File: config.mk
export PLATFORM = sky130hd
export DESIGN_NAME = hvac_bus_packet_deframer_unit_flat
export DESIGN_NICKNAME = d
export VERILOG_FILES = /design/src/rtl/core/hbpd_pkg.sv /design/src/rtl/core/hbpd_if.sv /design/src/rtl/core/hbpd_ram.sv /design/src/rtl/core/hbpd_fifo.sv /design/src/rtl/core/hbpd_front.sv /design/src/rtl/core/hbpd_back.sv /design/src/rtl/core/hvac_bus_packet_deframer_unit.sv /design/src/flat_wrapper.sv
export SDC_FILE = /design/constraint.sdc
export NUM_CORES = 1
export LEC_CHECK = 0
export BUFFER_PORTS_ARGS = -buffer_cell sky130_fd_sc_hd__buf_4
export CORE_UTILIZATION = 42
export CTS_CLUSTER_DIAMETER = 40
export DETAILED_ROUTE_END_ITERATION = 10
export GPL_TIMING_DRIVEN = 0
export PLACE_DENSITY = 0.59
export SLEW_MARGIN = 25
export SYNTH_ARGS = -nofsm -noshare
export SYNTH_HDL_FRONTEND = slang
export SYNTH_SLANG_ARGS = --single-unit
File: constraint.sdc
create_clock -name clk -period 7 [get_ports clk]
set_clock_uncertainty 0.2 [all_clocks]
set_input_delay 2.1 -clock clk [delete_from_list [all_inputs] [get_ports clk]]
set_output_delay 2.1 -clock clk [all_outputs]
set_load 0.005 [all_outputs]
File: src/rtl/core/hbpd_pkg.sv
// hbpd_pkg: shared types and constants for the bus packet deframer
// no dependencies; imported by hbpd_front, hbpd_back, the top level and hbpd_checker

package hbpd_pkg;

  // input command codes
  localparam logic CMD_BYTE = 1'b0;
  localparam logic CMD_IDLE = 1'b1;

  // result kinds
  localparam logic [1:0] KIND_GOOD = 2'd0;
  localparam logic [1:0] KIND_BAD  = 2'd1;
  localparam logic [1:0] KIND_OVF  = 2'd2;

  // acknowledge status codes
  localparam logic [1:0] ACK_OK   = 2'd0;
  localparam logic [1:0] ACK_NAK  = 2'd1;
  localparam logic [1:0] ACK_MISS = 2'd2;

  localparam logic [7:0] ACK_BYTE = 8'h06;
  localparam logic [7:0] NAK_BYTE = 8'h21;

  // configuration register indexes
  localparam logic REG_FILTER_ENABLE = 1'b0;
  localparam logic REG_UNIT_ADDR     = 1'b1;

  // run length field, wide enough for the largest store
  localparam int N_W = 7;

  // format templates: compared bytes start at packet byte 4
  localparam int NUM_TPL = 18;
  localparam int TPL_W   = 8;
  localparam logic [4:0] FMT_UNKNOWN = 5'd18;

  // number of leading bytes that must match, the rest are don't care
  localparam logic [0:NUM_TPL-1][2:0] TPL_LEN = '{
    3'd3, 3'd4, 3'd3, 3'd4, 3'd3, 3'd4, 3'd3, 3'd4, 3'd3,
    3'd3, 3'd3, 3'd3, 3'd3, 3'd3, 3'd3, 3'd3, 3'd4, 3'd4
  };

  localparam logic [0:NUM_TPL-1][0:TPL_W-1][7:0] TPL_VAL = '{
    '{8'h05, 8'h0d, 8'h01, 8'h00, 8'h00, 8'h00, 8'h00, 8'h00},
    '{8'h03, 8'h0d, 8'h81, 8'h00, 8'h00, 8'h00, 8'h00, 8'h00},
    '{8'h03, 8'h0d, 8'h02, 8'h00, 8'h00, 8'h00, 8'h00, 8'h00},
    '{8'h03, 8'h0d, 8'h82, 8'h00, 8'h00, 8'h00, 8'h00, 8'h00},
    '{8'h05, 8'h05, 8'h01, 8'h00, 8'h00, 8'h00, 8'h00, 8'h00},
    '{8'h03, 8'h05, 8'h81, 8'h00, 8'h00, 8'h00, 8'h00, 8'h00},
    '{8'h03, 8'h0d, 8'h0e, 8'h00, 8'h00, 8'h00, 8'h00, 8'h00},
    '{8'h03, 8'h0d, 8'h8e, 8'h00, 8'h00, 8'h00, 8'h00, 8'h00},
    '{8'h02, 8'h2d, 8'h01, 8'h00, 8'h00, 8'h00, 8'h00, 8'h00},
    '{8'h05, 8'h2d, 8'h81, 8'h00, 8'h00, 8'h00, 8'h00, 8'h00},
    '{8'h02, 8'h2d, 8'h02, 8'h00, 8'h00, 8'h00, 8'h00, 8'h00},
    '{8'h03, 8'h2d, 8'h82, 8'h00, 8'h00, 8'h00, 8'h00, 8'h00},
    '{8'h02, 8'h25, 8'h01, 8'h00, 8'h00, 8'h00, 8'h00, 8'h00},
    '{8'h05, 8'h25, 8'h81, 8'h00, 8'h00, 8'h00, 8'h00, 8'h00},
    '{8'h02, 8'h2d, 8'h0e, 8'h00, 8'h00, 8'h00, 8'h00, 8'h00},
    '{8'h03, 8'h2d, 8'h8e, 8'h00, 8'h00, 8'h00, 8'h00, 8'h00},
    '{8'h03, 8'h35, 8'h03, 8'h22, 8'h00, 8'h00, 8'h00, 8'h00},
    '{8'h05, 8'h35, 8'h83, 8'h22, 8'h00, 8'h00, 8'h00, 8'h00}
  };

  typedef struct packed {
    logic       enable;
    logic [7:0] unit;
  } cfg_t;

  // work handed from the framer to the emitter
  typedef struct packed {
    logic [1:0]     kind;
    logic [7:0]     val;
    logic [N_W-1:0] n;
    logic [7:0]     b0;
    logic [7:0]     src;
    logic [7:0]     dst;
    logic [4:0]     fmt;
    logic [1:0]     ack;
  } desc_t;

endpackage

File: src/rtl/core/hbpd_if.sv
// hbpd_in_if and hbpd_out_if: valid/ready channels of the deframer
// no dependencies

interface hbpd_in_if;
  logic       valid;
  logic       ready;
  logic       command;
  logic [7:0] rx_byte;

  modport source (output valid, command, rx_byte, input ready);
  modport sink (input valid, command, rx_byte, output ready);
endinterface

interface hbpd_out_if;
  logic       valid;
  logic       ready;
  logic [1:0] event_kind;
  logic [7:0] byte_value;
  logic [4:0] byte_index;
  logic       last;
  logic [7:0] source_addr;
  logic [7:0] dest_addr;
  logic [4:0] format_code;
  logic [1:0] ack_status;

  modport source (output valid, event_kind, byte_value, byte_index, last, source_addr,
                  dest_addr, format_code, ack_status, input ready);
  modport sink (input valid, event_kind, byte_value, byte_index, last, source_addr,
                dest_addr, format_code, ack_status, output ready);
endinterface

File: src/rtl/core/hbpd_ram.sv
// hbpd_ram: generic one write, one read port ram with registered read
// no dependencies

module hbpd_ram #(
  parameter int WIDTH = 8,
  parameter int DEPTH = 20,
  localparam int AW = (DEPTH > 1) ? $clog2(DEPTH) : 1
) (
  input  logic             clk,
  input  logic             we,
  input  logic [AW-1:0]    waddr,
  input  logic [WIDTH-1:0] wdata,
  input  logic             re,
  input  logic [AW-1:0]    raddr,
  output logic [WIDTH-1:0] rdata
);

  logic [WIDTH-1:0] mem [DEPTH];

  always_ff @(posedge clk) begin
    if (we) begin
      mem[waddr] <= wdata;
    end
    if (re) begin
      rdata <= mem[raddr];
    end
  end

endmodule

File: src/rtl/core/hbpd_fifo.sv
// hbpd_fifo: short register queue between framer and emitter
// no dependencies

module hbpd_fifo #(
  parameter int WIDTH = 8,
  parameter int DEPTH = 2,
  localparam int PW = (DEPTH > 1) ? $clog2(DEPTH) : 1,
  localparam int CW = $clog2(DEPTH + 1)
) (
  input  logic             clk,
  input  logic             rst,
  input  logic             push,
  input  logic [WIDTH-1:0] push_data,
  output logic             full,
  input  logic             pop,
  output logic [WIDTH-1:0] pop_data,
  output logic             not_empty
);

  logic [WIDTH-1:0] slots [DEPTH];
  logic [PW-1:0]    wr_ptr;
  logic [PW-1:0]    rd_ptr;
  logic [CW-1:0]    fill;
  logic             do_push;
  logic             do_pop;

  assign full      = (fill == CW'(DEPTH));
  assign not_empty = (fill != '0);
  assign do_push   = push & ~full;
  assign do_pop    = pop & not_empty;
  assign pop_data  = slots[rd_ptr];

  always_ff @(posedge clk) begin
    if (rst) begin
      wr_ptr <= '0;
      rd_ptr <= '0;
      fill   <= '0;
    end else begin
      if (do_push) begin
        wr_ptr <= (wr_ptr == PW'(DEPTH - 1)) ? '0 : wr_ptr + 1'b1;
      end
      if (do_pop) begin
        rd_ptr <= (rd_ptr == PW'(DEPTH - 1)) ? '0 : rd_ptr + 1'b1;
      end
      case ({do_push, do_pop})
        2'b10:   fill <= fill + 1'b1;
        2'b01:   fill <= fill - 1'b1;
        default: fill <= fill;
      endcase
    end
  end

  always_ff @(posedge clk) begin
    if (do_push) begin
      slots[wr_ptr] <= push_data;
    end
  end

endmodule

File: src/rtl/core/hbpd_front.sv
// hbpd_front: framer that takes bytes and idle gaps, tracks count and sum,
// classifies packets and queues runs; uses hbpd_pkg and hbpd_in_if

module hbpd_front import hbpd_pkg::*; #(
  parameter int MAX_BYTES = 20,
  parameter int MATCH_BYTES = 6,
  localparam int AW = $clog2(MAX_BYTES)
) (
  input  logic          clk,
  input  logic          rst,
  hbpd_in_if.sink       in_ch,
  input  cfg_t          cfg,
  output logic          we,
  output logic [AW-1:0] waddr,
  output logic [7:0]    wdata,
  output logic          push,
  output desc_t         push_desc,
  input  logic          q_full,
  input  logic          run_done
);

  localparam int CW = $clog2(MAX_BYTES + 1);

  logic [CW-1:0] count, count_next;
  logic [7:0]    sum, sum_next;
  logic          skip, skip_next;
  logic          supp, supp_next;
  logic          run_wait, run_wait_next;
  logic [7:0]    b0, b0_next;
  logic [7:0]    s1, s2;
  logic [7:0]    mb [MATCH_BYTES];

  logic          accept;
  logic          wr;
  logic          room;
  logic [7:0]    c;
  logic [7:0]    sum1;
  logic [CW-1:0] cnt1;
  logic [7:0]    b0n, s1n, s2n;
  logic [7:0]    mbn [MATCH_BYTES];
  logic [7:0]    mbv [MATCH_BYTES];
  logic [8:0]    len_ext, cnt_ext;
  logic          hit_bad, hit_end;
  logic [1:0]    ack_code;
  logic [4:0]    fmt;
  logic          filt_miss;
  logic          supp1;

  assign in_ch.ready = ~q_full & ~run_wait;
  assign accept      = in_ch.valid & in_ch.ready;
  assign c           = in_ch.rx_byte;
  assign room        = (count < CW'(MAX_BYTES));
  assign wr          = accept & (in_ch.command == CMD_BYTE) & room;
  assign sum1        = sum + c;
  assign cnt1        = room ? count + 1'b1 : count;

  assign we    = wr;
  assign waddr = count[AW-1:0];
  assign wdata = c;

  // store contents as they stand after this byte
  assign b0n = (wr && count == CW'(0)) ? c : b0;
  assign s1n = (wr && count == CW'(1)) ? c : s1;
  assign s2n = (wr && count == CW'(2)) ? c : s2;

  always_comb begin
    for (int i = 0; i < MATCH_BYTES; i++) begin
      mbn[i] = (wr && count == CW'(4 + i)) ? c : mb[i];
      mbv[i] = (4 + i < MAX_BYTES) ? mbn[i] : 8'h00;
    end
  end

  assign len_ext   = {1'b0, mbn[0]};
  assign cnt_ext   = 9'(cnt1);
  assign hit_bad   = (cnt_ext == len_ext + 9'd6) && (sum1 != 8'h00);
  assign hit_end   = (cnt_ext == len_ext + 9'd7);
  assign filt_miss = cfg.enable && (s1n != cfg.unit) && (s2n != cfg.unit);

  always_comb begin
    if (c == NAK_BYTE) begin
      ack_code = ACK_NAK;
    end else if (c == ACK_BYTE) begin
      ack_code = ACK_OK;
    end else begin
      ack_code = ACK_MISS;
    end
  end

  // first matching template wins
  always_comb begin
    logic hit;
    fmt = FMT_UNKNOWN;
    for (int t = NUM_TPL - 1; t >= 0; t--) begin
      hit = 1'b1;
      for (int i = 0; i < MATCH_BYTES && i < TPL_W; i++) begin
        if (i < int'(TPL_LEN[t]) && mbv[i] != TPL_VAL[t][i]) begin
          hit = 1'b0;
        end
      end
      if (hit) begin
        fmt = 5'(t);
      end
    end
  end

  always_comb begin
    count_next    = count;
    sum_next      = sum;
    skip_next     = skip;
    supp_next     = supp;
    b0_next       = b0n;
    run_wait_next = run_wait & ~run_done;
    supp1         = supp;
    push          = 1'b0;
    push_desc     = '{kind: KIND_GOOD, val: c, n: N_W'(cnt1), b0: b0n, src: s1n,
                      dst: s2n, fmt: FMT_UNKNOWN, ack: ACK_OK};
    if (accept) begin
      if (in_ch.command == CMD_IDLE) begin
        count_next = '0;
        sum_next   = '0;
        skip_next  = 1'b0;
        supp_next  = 1'b0;
      end else begin
        sum_next   = sum1;
        count_next = cnt1;
        if (!room && !skip) begin
          push           = 1'b1;
          push_desc.kind = KIND_OVF;
          skip_next      = 1'b1;
        end else if (!skip) begin
          supp1     = supp | ((cnt1 == CW'(4)) & filt_miss);
          supp_next = supp1;
          if (cnt1 >= CW'(5)) begin
            if (hit_bad) begin
              push           = 1'b1;
              push_desc.kind = KIND_BAD;
              skip_next      = 1'b1;
              sum_next       = '0;
              run_wait_next  = 1'b1;
            end else if (hit_end) begin
              push           = ~supp1;
              push_desc.fmt  = fmt;
              push_desc.ack  = ack_code;
              run_wait_next  = ~supp1;
              supp_next      = 1'b0;
              sum_next       = '0;
              count_next     = '0;
              // missing acknowledge opens the next packet
              if (ack_code == ACK_MISS) begin
                b0_next    = c;
                count_next = CW'(1);
                sum_next   = c;
              end
            end
          end
        end
      end
    end
  end

  always_ff @(posedge clk) begin
    if (rst) begin
      count    <= '0;
      sum      <= '0;
      skip     <= 1'b0;
      supp     <= 1'b0;
      run_wait <= 1'b0;
    end else begin
      count    <= count_next;
      sum      <= sum_next;
      skip     <= skip_next;
      supp     <= supp_next;
      run_wait <= run_wait_next;
    end
  end

  always_ff @(posedge clk) begin
    b0 <= b0_next;
    s1 <= s1n;
    s2 <= s2n;
    for (int i = 0; i < MATCH_BYTES; i++) begin
      mb[i] <= mbn[i];
    end
  end

endmodule

File: src/rtl/core/hbpd_back.sv
// hbpd_back: emitter that plays queued runs out of the byte store
// into the output register; uses hbpd_pkg and hbpd_out_if

module hbpd_back import hbpd_pkg::*; #(
  parameter int MAX_BYTES = 20,
  localparam int AW = $clog2(MAX_BYTES)
) (
  input  logic          clk,
  input  logic          rst,
  input  logic          q_valid,
  input  desc_t         q_desc,
  output logic          pop,
  output logic          re,
  output logic [AW-1:0] raddr,
  input  logic [7:0]    rdata,
  output logic          run_done,
  hbpd_out_if.source    out_ch
);

  localparam int CW = $clog2(MAX_BYTES + 1);

  typedef enum logic [3:0] {
    B_IDLE   = 4'b0001,
    B_FETCH  = 4'b0010,
    B_LOAD   = 4'b0100,
    B_SINGLE = 4'b1000
  } bstate_t;

  bstate_t       state;
  desc_t         cur;
  logic [CW-1:0] idx;
  logic [CW-1:0] idx_inc;
  logic          is_last;
  logic          out_free;
  logic          load_run;
  logic          load_one;

  logic       out_valid;
  logic [1:0] o_kind;
  logic [7:0] o_value;
  logic [4:0] o_index;
  logic       o_last;
  logic [7:0] o_src;
  logic [7:0] o_dst;
  logic [4:0] o_fmt;
  logic [1:0] o_ack;

  assign out_free = ~out_valid | out_ch.ready;
  assign pop      = (state == B_IDLE) & q_valid;
  assign re       = (state == B_FETCH);
  assign raddr    = idx[AW-1:0];
  assign idx_inc  = idx + 1'b1;
  assign is_last  = (idx_inc == cur.n[CW-1:0]);
  assign load_run = (state == B_LOAD) & out_free;
  assign load_one = (state == B_SINGLE) & out_free;
  assign run_done = load_run & is_last;

  always_ff @(posedge clk) begin
    if (rst) begin
      state     <= B_IDLE;
      out_valid <= 1'b0;
    end else begin
      if (load_run || load_one) begin
        out_valid <= 1'b1;
      end else if (out_ch.ready) begin
        out_valid <= 1'b0;
      end
      case (state)
        B_IDLE: begin
          if (q_valid) begin
            state <= (q_desc.kind == KIND_OVF) ? B_SINGLE : B_FETCH;
          end
        end
        B_FETCH: begin
          state <= B_LOAD;
        end
        B_LOAD: begin
          if (out_free) begin
            state <= is_last ? B_IDLE : B_FETCH;
          end
        end
        B_SINGLE: begin
          if (out_free) begin
            state <= B_IDLE;
          end
        end
        default: begin
          state <= B_IDLE;
        end
      endcase
    end
  end

  always_ff @(posedge clk) begin
    if (pop) begin
      cur <= q_desc;
      idx <= '0;
    end else if (load_run && !is_last) begin
      idx <= idx_inc;
    end
    if (load_run || load_one) begin
      o_kind <= cur.kind;
      o_src  <= cur.src;
      o_dst  <= cur.dst;
      o_fmt  <= cur.fmt;
      o_ack  <= cur.ack;
    end
    if (load_run) begin
      // byte 0 travels with the run, the store may already hold the next packet
      o_value <= (idx == '0) ? cur.b0 : rdata;
      o_index <= 5'(idx);
      o_last  <= is_last;
    end else if (load_one) begin
      o_value <= cur.val;
      o_index <= 5'(MAX_BYTES);
      o_last  <= 1'b1;
    end
  end

  assign out_ch.valid       = out_valid;
  assign out_ch.event_kind  = o_kind;
  assign out_ch.byte_value  = o_value;
  assign out_ch.byte_index  = o_index;
  assign out_ch.last        = o_last;
  assign out_ch.source_addr = o_src;
  assign out_ch.dest_addr   = o_dst;
  assign out_ch.format_code = o_fmt;
  assign out_ch.ack_status  = o_ack;

endmodule

File: src/rtl/core/hvac_bus_packet_deframer_unit.sv
// hvac_bus_packet_deframer_unit: top level of the bus packet deframer
// uses hbpd_pkg, hbpd_if, hbpd_ram, hbpd_fifo, hbpd_front, hbpd_back
//
//   channel  | kind      | transfer when        | payload
//   ---------+-----------+----------------------+------------------------------------
//   in_ch    | sink      | valid & ready        | command, rx_byte
//   out_ch   | source    | valid & ready        | event_kind .. ack_status, one per byte
//   apb      | cfg slave | psel&penable&pwrite  | filter enable @0x0, unit address @0x4
//
// a byte or idle gap is taken while the queue is not full and no run is outstanding
// a run of n bytes is taken from the queue, then each byte gets a store read and an output load;
// input is held off from the byte that ends a packet until its last byte is loaded
// an overflow result is taken from the queue and loaded as one output; it does not hold off input
// synchronous reset clears the framer, the queue, the emitter and the configuration; the byte store is not cleared
// output stalls back up into the queue, then into ready

module hvac_bus_packet_deframer_unit import hbpd_pkg::*; #(
  parameter int MAX_BYTES = 20,
  parameter int MATCH_BYTES = 6
) (
  input  logic        clk,
  input  logic        rst,
  hbpd_in_if.sink     in_ch,
  hbpd_out_if.source  out_ch,
  input  logic        psel,
  input  logic        penable,
  input  logic        pwrite,
  input  logic [2:0]  paddr,
  input  logic [31:0] pwdata,
  output logic [31:0] prdata,
  output logic        pready
);

  localparam int AW = $clog2(MAX_BYTES);
  localparam int QUEUE_DEPTH = 2;

  cfg_t          cfg;
  logic          cfg_wr;
  logic          we;
  logic [AW-1:0] waddr;
  logic [7:0]    wdata;
  logic          re;
  logic [AW-1:0] raddr;
  logic [7:0]    rdata;
  logic          push;
  desc_t         push_desc;
  logic          q_full;
  logic          pop;
  desc_t         q_desc;
  logic          q_valid;
  logic          run_done;

  assign pready = 1'b1;
  assign cfg_wr = psel & penable & pwrite;

  always_ff @(posedge clk) begin
    if (rst) begin
      cfg <= '{enable: 1'b0, unit: 8'h00};
    end else if (cfg_wr) begin
      case (paddr[2])
        REG_FILTER_ENABLE: cfg.enable <= pwdata[0];
        REG_UNIT_ADDR:     cfg.unit   <= pwdata[7:0];
        default:           cfg        <= cfg;
      endcase
    end
  end

  always_comb begin
    case (paddr[2])
      REG_FILTER_ENABLE: prdata = {31'b0, cfg.enable};
      REG_UNIT_ADDR:     prdata = {24'b0, cfg.unit};
      default:           prdata = '0;
    endcase
  end

  hbpd_front #(
    .MAX_BYTES   (MAX_BYTES),
    .MATCH_BYTES (MATCH_BYTES)
  ) u_front (
    .clk       (clk),
    .rst       (rst),
    .in_ch     (in_ch),
    .cfg       (cfg),
    .we        (we),
    .waddr     (waddr),
    .wdata     (wdata),
    .push      (push),
    .push_desc (push_desc),
    .q_full    (q_full),
    .run_done  (run_done)
  );

  hbpd_fifo #(
    .WIDTH ($bits(desc_t)),
    .DEPTH (QUEUE_DEPTH)
  ) u_queue (
    .clk       (clk),
    .rst       (rst),
    .push      (push),
    .push_data (push_desc),
    .full      (q_full),
    .pop       (pop),
    .pop_data  (q_desc),
    .not_empty (q_valid)
  );

  hbpd_ram #(
    .WIDTH (8),
    .DEPTH (MAX_BYTES)
  ) u_store (
    .clk   (clk),
    .we    (we),
    .waddr (waddr),
    .wdata (wdata),
    .re    (re),
    .raddr (raddr),
    .rdata (rdata)
  );

  hbpd_back #(
    .MAX_BYTES (MAX_BYTES)
  ) u_back (
    .clk      (clk),
    .rst      (rst),
    .q_valid  (q_valid),
    .q_desc   (q_desc),
    .pop      (pop),
    .re       (re),
    .raddr    (raddr),
    .rdata    (rdata),
    .run_done (run_done),
    .out_ch   (out_ch)
  );

endmodule

File: src/flat_wrapper.sv
// flat-port wrapper written by rule: the top's interface ports become plain ports
module hvac_bus_packet_deframer_unit_flat import hbpd_pkg::*;
#(
  parameter int MAX_BYTES = 20,
  parameter int MATCH_BYTES = 6
)
  (clk, rst, psel, penable, pwrite, paddr, pwdata, prdata, pready, in_ch_valid, in_ch_command, in_ch_rx_byte, in_ch_ready, out_ch_valid, out_ch_event_kind, out_ch_byte_value, out_ch_byte_index, out_ch_last, out_ch_source_addr, out_ch_dest_addr, out_ch_format_code, out_ch_ack_status, out_ch_ready);
  hbpd_in_if in_ch_i ();
  hbpd_out_if out_ch_i ();
  input  logic clk;
  input  logic rst;
  input  logic psel;
  input  logic penable;
  input  logic pwrite;
  input  logic [2:0] paddr;
  input  logic [31:0] pwdata;
  output logic [31:0] prdata;
  output logic pready;
  input wire logic [$bits(in_ch_i.valid)-1:0] in_ch_valid;
  input wire logic [$bits(in_ch_i.command)-1:0] in_ch_command;
  input wire logic [$bits(in_ch_i.rx_byte)-1:0] in_ch_rx_byte;
  output wire logic [$bits(in_ch_i.ready)-1:0] in_ch_ready;
  output wire logic [$bits(out_ch_i.valid)-1:0] out_ch_valid;
  output wire logic [$bits(out_ch_i.event_kind)-1:0] out_ch_event_kind;
  output wire logic [$bits(out_ch_i.byte_value)-1:0] out_ch_byte_value;
  output wire logic [$bits(out_ch_i.byte_index)-1:0] out_ch_byte_index;
  output wire logic [$bits(out_ch_i.last)-1:0] out_ch_last;
  output wire logic [$bits(out_ch_i.source_addr)-1:0] out_ch_source_addr;
  output wire logic [$bits(out_ch_i.dest_addr)-1:0] out_ch_dest_addr;
  output wire logic [$bits(out_ch_i.format_code)-1:0] out_ch_format_code;
  output wire logic [$bits(out_ch_i.ack_status)-1:0] out_ch_ack_status;
  input wire logic [$bits(out_ch_i.ready)-1:0] out_ch_ready;
  assign in_ch_i.valid = in_ch_valid;
  assign in_ch_i.command = in_ch_command;
  assign in_ch_i.rx_byte = in_ch_rx_byte;
  assign in_ch_ready = in_ch_i.ready;
  assign out_ch_valid = out_ch_i.valid;
  assign out_ch_event_kind = out_ch_i.event_kind;
  assign out_ch_byte_value = out_ch_i.byte_value;
  assign out_ch_byte_index = out_ch_i.byte_index;
  assign out_ch_last = out_ch_i.last;
  assign out_ch_source_addr = out_ch_i.source_addr;
  assign out_ch_dest_addr = out_ch_i.dest_addr;
  assign out_ch_format_code = out_ch_i.format_code;
  assign out_ch_ack_status = out_ch_i.ack_status;
  assign out_ch_i.ready = out_ch_ready;
  hvac_bus_packet_deframer_unit #(.MAX_BYTES(MAX_BYTES), .MATCH_BYTES(MATCH_BYTES)) u_core (.clk(clk), .rst(rst), .in_ch(in_ch_i), .out_ch(out_ch_i), .psel(psel), .penable(penable), .pwrite(pwrite), .paddr(paddr), .pwdata(pwdata), .prdata(prdata), .pready(pready));
endmodule
==> results.md, run 1 <==
* Required time worst endpoint at ~7300 ps
* Leak pwr at approximately 0.008 uW
* Synth area leaders: edfxtp_1 55%, dfxtp_1 10%, mux2_2 6.3%
* Tot Pwr at just over 6000 uW
* Post-layout minimum cycle time at 5808 ps
* EDFF count, synth at roughly 350
* Avg Cell Area, Syn at 14.53 um2
* Synth area leader: edfxtp_1
* NumNets Final at around 1500
* Detailed Routing Iterations Pass 1 at 8
* Hold Crit Class: reg -> reg
* Routed length per instance at about 21 um
* Vias in the first global route at 10970
* Standard-cell row count at 77
* Count leader, synth: edfxtp_1
* VDD IR max at 0.1596 mV
* Sequential share of the synthesized area at around two thirds
* RSZ-0062 raised after global routing: false
* H-tree levels at 2
* Sink Count at 441
* CORE AREA at roughly 44000 um2
* Asr flop ratio synth at 0%
* Final setup vio count at 0
* Synth Cell Area at about 19000 um2
* Slew headroom at between 30 and 40%
* WL final at 44190 um
* Max Fanout on Critical Path at 17
* DRT iter0 DRCs at 1020
* Post-route ant nets at 0
* Cells on Worst Hold Path at 0
* HPWL Detailed at 29680 um
* Setup bufs post-CTS at 0
* Grt ovf at 0
* Max cap viols at 0
* Io pins at 125
* Die outline height at about 210 um
* Endpoints failing hold at 0
* P&R area growth vs syn at 17.19%
* Synth unique cells at between 80 and 90
* Yosys warns at 0
* Reg-to-Reg End: u_core.u_queue.fill[1]$_SDFFE_PP0P_
* RR Startpoint: u_core.u_front.waddr[0]$_SDFFE_PP0N_
* First-pass GRT wire length at around 67000 um
* Resized cells post-CTS at 0
* Hold Worst Slack at 217.9 ps
* CP Class: in -> reg
* CTS tree: built
* Initial antenna violation count at 2
* Synth Register Bits at 441
* Cts hold-fix bufs at 0
* Root Driver: clkbuf_16
* R2r setup slk at ~2100 ps
* Die Span X at 213.9 um
* Setup crit start kind: input pin
* GP Congestion at between 0.8 and 0.9
* CP Data Arrival Time at 6090 ps
* Final Cycle Share at 82.97%
* Pin count of the biggest net entering global routing at 45
* Synth top area share at 54.94%
* Synth top cells by count: 345 x edfxtp_1, 105 x mux2_2, 96 x dfxtp_1
* Max Slew Vio Count at 0
* Total vias in the final route at approximately 11000
* Reg clk slew, reported paths at roughly 60 ps
* Post-route DRC at 0
* Status: finished clean
* P per Cell Area at around 270 nW/um2
* Die Area at around 46000 um2
* Share of cells above drive strength 1 at roughly a quarter
* Antenna Cells at 0
* Ys flop type: edfxtp_1
* Port Buffers at about 70
* Hold Path Sink: u_core.u_back.out_ch.dest_addr[1]$_DFFE_PP_
* Starting Density at 42.64%
* DR vias/cell at ~5.4
* GRT Overall Usage at 19.77%
* Clk_lat worst skew at roughly 560 ps
* R2R cell count at 18
* Worst-Margin Slew at 1042 ps
* Longest Clk Path Bufs at 3
* Syn Inst Count at 1298
* CTS Buf Count at 50
* HP Start: u_core.u_back.cur[8]$_DFFE_PP_
* Max Fclk at 172.2 MHz
* Crit path capture type: flop
-- flip-flops by register name, summed over array words and instances (netlist names), 9 cells and up, named ones only --
register	cells
u_core.cfg	9
u_core.u_store.mem	160
u_core.u_queue.slots	92
u_core.u_back.cur	46
u_core.u_front.mb	32
-- per-layer routing --
metal  vias up  share of wire [%]  GRT usage, %
li1       5224                  -             -
met1      5631                 45         27.38
met2       340                 46         31.20
met3        71                6.3         4.438
met4         4                2.3         5.665
met5         -              0.068             0
-- how the worst max path moves through the flow --
stage	from	endpoint	cells after the start
floorplan	in_ch_command	u_core.u_queue.slots[0][0]$_DFFE_PP_	13
global placement	u_core.u_back.state[2]$_SDFFE_PP0P_	u_core.u_queue.fill[1]$_SDFFE_PP0P_	6
detailed placement	in_ch_command	u_core.u_queue.fill[1]$_SDFFE_PP0P_	17
CTS	in_ch_command	u_core.u_queue.fill[1]$_SDFFE_PP0P_	17
global route	in_ch_command	u_core.u_queue.fill[1]$_SDFFE_PP0P_	17
finish	in_ch_command	u_core.u_queue.fill[1]$_SDFFE_PP0P_	17
-- cell type report --
type,count,area [um2]
Buffer,87,447.9
Inverter,35,131.4
Timing Repair Buffer,87,733.2
Tap cell,592,740.7
Clock buffer,62,1348
Multi-Input combinational cell,758,6130
Sequential cell,441,12280
Fill cell,3752,22130
Clock inverter,30,284.0
-- through the flow --
| step | TNS (ps) | instance area (um2) | util [%] | setup slack [ps] | cells |
|---|---|---|---|---|---|
| after detailed placement | 0 | 20450 | 46.25 | 645.8 | 1999 |
| after CTS | 0 | 22080 | 49.94 | 1217 | 2091 |
| after global placement | -76080 | 20220 | 45.73 | -1247 | 1985 |
| after floorplan | 0 | 18940 | - | 930.1 | 1321 |
| final | 0 | 22100 | 49.97 | 1192 | 2092 |
| after global routing | 0 | 22100 | 49.97 | 840.7 | 2092 |
-- report_power, final --
part	switching [uW]	leakage (uW)	internal (uW)
combinational	321	0.00314	261
clock	1060	0.000797	1500
sequential	22.8	0.00391	2880
total	1400	0.00785	4640
-- critical path: stages --
cell	delay, ps
buf_4	130
and3b_1	340
nand4_4	260
inv_2	210
buf_2	420
a21oi_1	160
inv_1	100
ha_1	250
xnor2_1	150
nor3_1	140
o2111a_1	390
nand3_1	180
a31oi_4	290
inv_1	100
ha_1	340
or3_1	380
a21oi_1	140
-- cell usage in the layout, fill, tap and decap left out, drive strengths merged, types with 4 or more instances in the layout --
| master | Yosys | routed |
|---|---|---|
| edfxtp | 345 | 345 |
| buf | 45 | 132 |
| mux2 | 113 | 113 |
| clkbuf | 42 | 104 |
| dfxtp | 96 | 96 |
| nand2 | 89 | 89 |
| nor2 | 81 | 81 |
| a21oi | 48 | 48 |
| mux4 | 48 | 48 |
| inv | 35 | 44 |
| o21ai | 30 | 30 |
| xor2 | 26 | 26 |
| nor3 | 26 | 26 |
| conb | 2 | 25 |
| nand3 | 25 | 25 |
| mux2i | 23 | 23 |
| nor4 | 17 | 17 |
| clkinv | 0 | 16 |
| ha | 15 | 15 |
| and2 | 15 | 15 |
| xnor2 | 14 | 14 |
| a31oi | 12 | 12 |
| a211oi | 11 | 11 |
| nand4 | 11 | 11 |
| nor2b | 9 | 9 |
| or3 | 9 | 9 |
| nand2b | 9 | 9 |
| nand3b | 7 | 7 |
| and3 | 7 | 7 |
| or2 | 6 | 6 |
| o21a | 5 | 5 |
| a22oi | 5 | 5 |
| nor4b | 5 | 5 |
| nor3b | 5 | 5 |
| o31a | 4 | 4 |
| o211ai | 4 | 4 |
| a21o | 4 | 4 |
| o22a | 4 | 4 |
| o31ai | 4 | 4 |
-- cell families after synthesis --
logic type,count (synthesis),share of synthesized area [%]
buffers and inverters,122,3.072
adder cells (fa/ha/maj),16,1.102
flip-flops,441,65.14
multiplexers,184,13.72
XOR/XNOR,41,2.017
AO/OA/AOI/OAI,161,5.694
AND/OR/NAND/NOR,331,9.217
other,2,0.03983
Power figures use the tool's default switching activity.
==> inputs of run 2 (changes only) <==
==> constraint.sdc (replaced) <==
create_clock -name clk -period 5.46 [get_ports clk]
set_clock_uncertainty 0.2 [all_clocks]
set_input_delay 1.638 -clock clk [delete_from_list [all_inputs] [get_ports clk]]
set_output_delay 1.638 -clock clk [all_outputs]
set_load 0.005 [all_outputs]
==> run 2 against run 1 <==
Sequential share of layout area is 0.44 points lower. Final cell count grew 0.14%. Routed wire length is 0.33% higher. Via count is 0.12% lower. Clock-buffer cell count is 1 higher. Final area rose by 0.80%. Register-to-register slack got worse by 1400 ps. Sequential power up 28%. Global-route usage fell by 0.26 points. Clock power increased by 42%. Hold slack got worse by 0.60 ps. Highest routed layer is now met4.
==> results.md, run 2 (same netlist as run 1, synthesis figures left out) <==
* Status: finished clean
* Setup bufs post-CTS at 0
* Most frequent cells in the layout: 345 x edfxtp_1, 105 x mux2_2, 103 x buf_4, 96 x dfxtp_1, 89 x nand2_1
* Biggest regs: u_core.u_store.mem x160, u_core.u_queue.slots x92, u_core.u_back.cur x46
* Post-route DRC at 0
* Number of cells on the critical path at 17
* R2R cell count at 16
* Post-route ant nets at 0
* Initial antenna violation count at 0
* Leak pwr at 0.007910 uW
* Post-layout minimum cycle time at between 5000 and 6000 ps
* Final setup vio count at 0
* CP Data Arrival Time at approximately 5400 ps
* Sw Share at 23.04%
* NumNets Final at around 1500
* RSZ-0062 raised after global routing: false
* Longest Clk Path Bufs at 3
* Gate power share at ~9.2%
* VDD IR max at about 0.25 mV
* Reg clk slew, reported paths at ~60 ps
* P&R area growth vs syn at 18.13%
* Slew headroom at between 20 and 30%
* Share of cells above drive strength 1 at 26.55%
* Slowest CP cell: or3_1
* P per Cell Area at between 300 and 400 nW/um2
* CTS tree: built
* Total vias in the final route at roughly 11000
* GP Congestion at 0.8862
* DR vias/cell at roughly 5.4
* Pin count of the biggest net entering global routing at 47
* Filler cells at 3726
* Max Slew Vio Count at 0
* HPWL Detailed at around 30000 um
* Pre-CTS setup slack at -466.5 ps
* Setup crit start kind: input pin
* Seq pwr share at roughly 46%
* Max Fanout on Critical Path at 17
* R2r setup slk at between 600 and 700 ps
* Worst path cell trace: buf_4, and3b_1, nand4_4, inv_2, buf_6, a21oi_1, inv_1, ha_1, xnor2_1, nor3_1, o2111a_2, nand3_1, a31oi_4, inv_1, ha_1, or3_1, a21oi_1
* Hold Crit Class: reg -> reg
* Io pins at roughly 130
* Setup crit start: in_ch_command
* Crit path capture type: flop
* Endpoints failing hold at 0
* Routed length per instance at 21.16 um
* HP Start: u_core.u_back.cur[46]$_DFFE_PP_
* WL final at between 40000 and 50000 um
* CORE AREA at 44220 um2
* Sink Count at 441
* Vias in the first global route at between 10000 and 15000
* Worst Path Buf+Inv at 5
* GRT Overall Usage at about a fifth
* Net Switching at 1868 uW
* Placed Area at 20400 um2
* Root Driver: clkbuf_16
* Starting Density at 42.64%
* Worst-Margin Slew at 1048 ps
* Die Span X at between 200 and 250 um
* CP peak stage delay at 370 ps
* Reg-to-Reg End: u_core.u_queue.fill[1]$_SDFFE_PP0P_
* Grt ovf at 0
* Standard-cell row count at 77
* Final Cycle Share at 93.97%
* Cts hold-fix bufs at 0
* Clock power share at around 45%
* Internal power at about 6200 uW
* Die outline height at about 210 um
* Commonest non-fill, non-tap cell in the layout: edfxtp_1
* CTS Buf Count at 53
* DRT iter0 DRCs at a little over 800
* Clk_lat worst skew at between 500 and 600 ps
* CP top delay family: simple AND/OR/NAND/NOR gates
* Required time worst endpoint at 5760 ps
* Final instance area at roughly 22000 um2
* Setup WS post-layout at between 300 and 400 ps
* Largest Register: u_core.u_store.mem
* Max reg flops at 160
* H-tree levels at 2
* RR Startpoint: u_core.u_front.waddr[0]$_SDFFE_PP0N_
* Antenna Cells at 0
* Max cap viols at 0
* CP Class: in -> reg
* CP endpoint: u_core.u_queue.fill[1]$_SDFFE_PP0P_
* First-pass GRT wire length at approximately 66000 um
* Die Area at between 40000 and 50000 um2
* Detailed Routing Iterations Pass 1 at 5
* Hold Worst Slack at 217.2 ps
* Max Fclk at 194.9 MHz
* Port Buffers at 72
run 2: cell count changes in the layout (fill, tap and decap cells not counted), moves of 3 or more:
cell / before / now
clkinv_4: 1 / 5
clkinv_1: 7 / 3
bufinv_16: 3 / 7
buf_4: 108 / 103
clkbuf_16: 51 / 54
run 2: how the worst min path moves through the flow:
stage	endpoint	depth (start not counted)	slack [ps]
final	u_core.u_back.out_ch.event_kind[0]$_DFFE_PP_	0	220
after global routing	u_core.u_back.out_ch.dest_addr[2]$_DFFE_PP_	0	220
after CTS	u_core.u_back.out_ch.event_kind[0]$_DFFE_PP_	0	220
after detailed placement	u_core.u_back.out_ch.dest_addr[1]$_DFFE_PP_	0	200
after global placement	u_core.u_back.out_ch.dest_addr[2]$_DFFE_PP_	0	200
after floorplan	u_core.u_back.out_ch.ack_status[0]$_DFFE_PP_	0	200
run 2: routing by layer:
metal  global-route usage (%)  vias to the layer above  wire (um)
met5                        0                        -          0
met4                    6.305                        0       1091
met3                    2.827                       63       2198
met2                    29.74                      285      19970
met1                    28.71                     5676      21070
li1                         -                     5232          -
run 2: power groups by stage:
| stage | clock network (uW) | registers [uW] | logic (uW) |
|---|---|---|---|
| after floorplan | 0 | 3790 | 515 |
| after global placement | 0 | 3790 | 731 |
| after detailed placement | 0 | 3790 | 749 |
| after CTS | 3700 | 3720 | 752 |
| after global routing | 3840 | 3730 | 808 |
| final | 3640 | 3720 | 743 |
run 2: repair_timing:
action / in CTS / in global routing
setup endpoints to repair: 0 / 93
endpoints found under the hold margin: 0 / 0
gates resized for setup: 0 / 4
run 2: layout make-up:
type / count / area [um2] / area share (%)
Clock inverter: 37 / 446.7 / 2.005
Multi-Input combinational cell: 759 / 6147 / 27.60
Inverter: 35 / 131.4 / 0.5898
Buffer: 87 / 455.4 / 2.045
Clock buffer: 63 / 1415 / 6.353
Timing Repair Buffer: 81 / 655.6 / 2.943
Sequential cell: 441 / 12280 / 55.14
Tap cell: 592 / 740.7 / 3.325
run 2: per-stage QoR:
step,std cells,utilization (%),setup TNS [ps],power (uW)
final,2095,50.37,0,8109
after CTS,2094,50.33,0,8172
after global placement,1985,45.75,-77340,4523
after global routing,2095,50.37,0,8379
after floorplan,1321,-,0,4300
after detailed placement,1994,46.12,-42680,4543
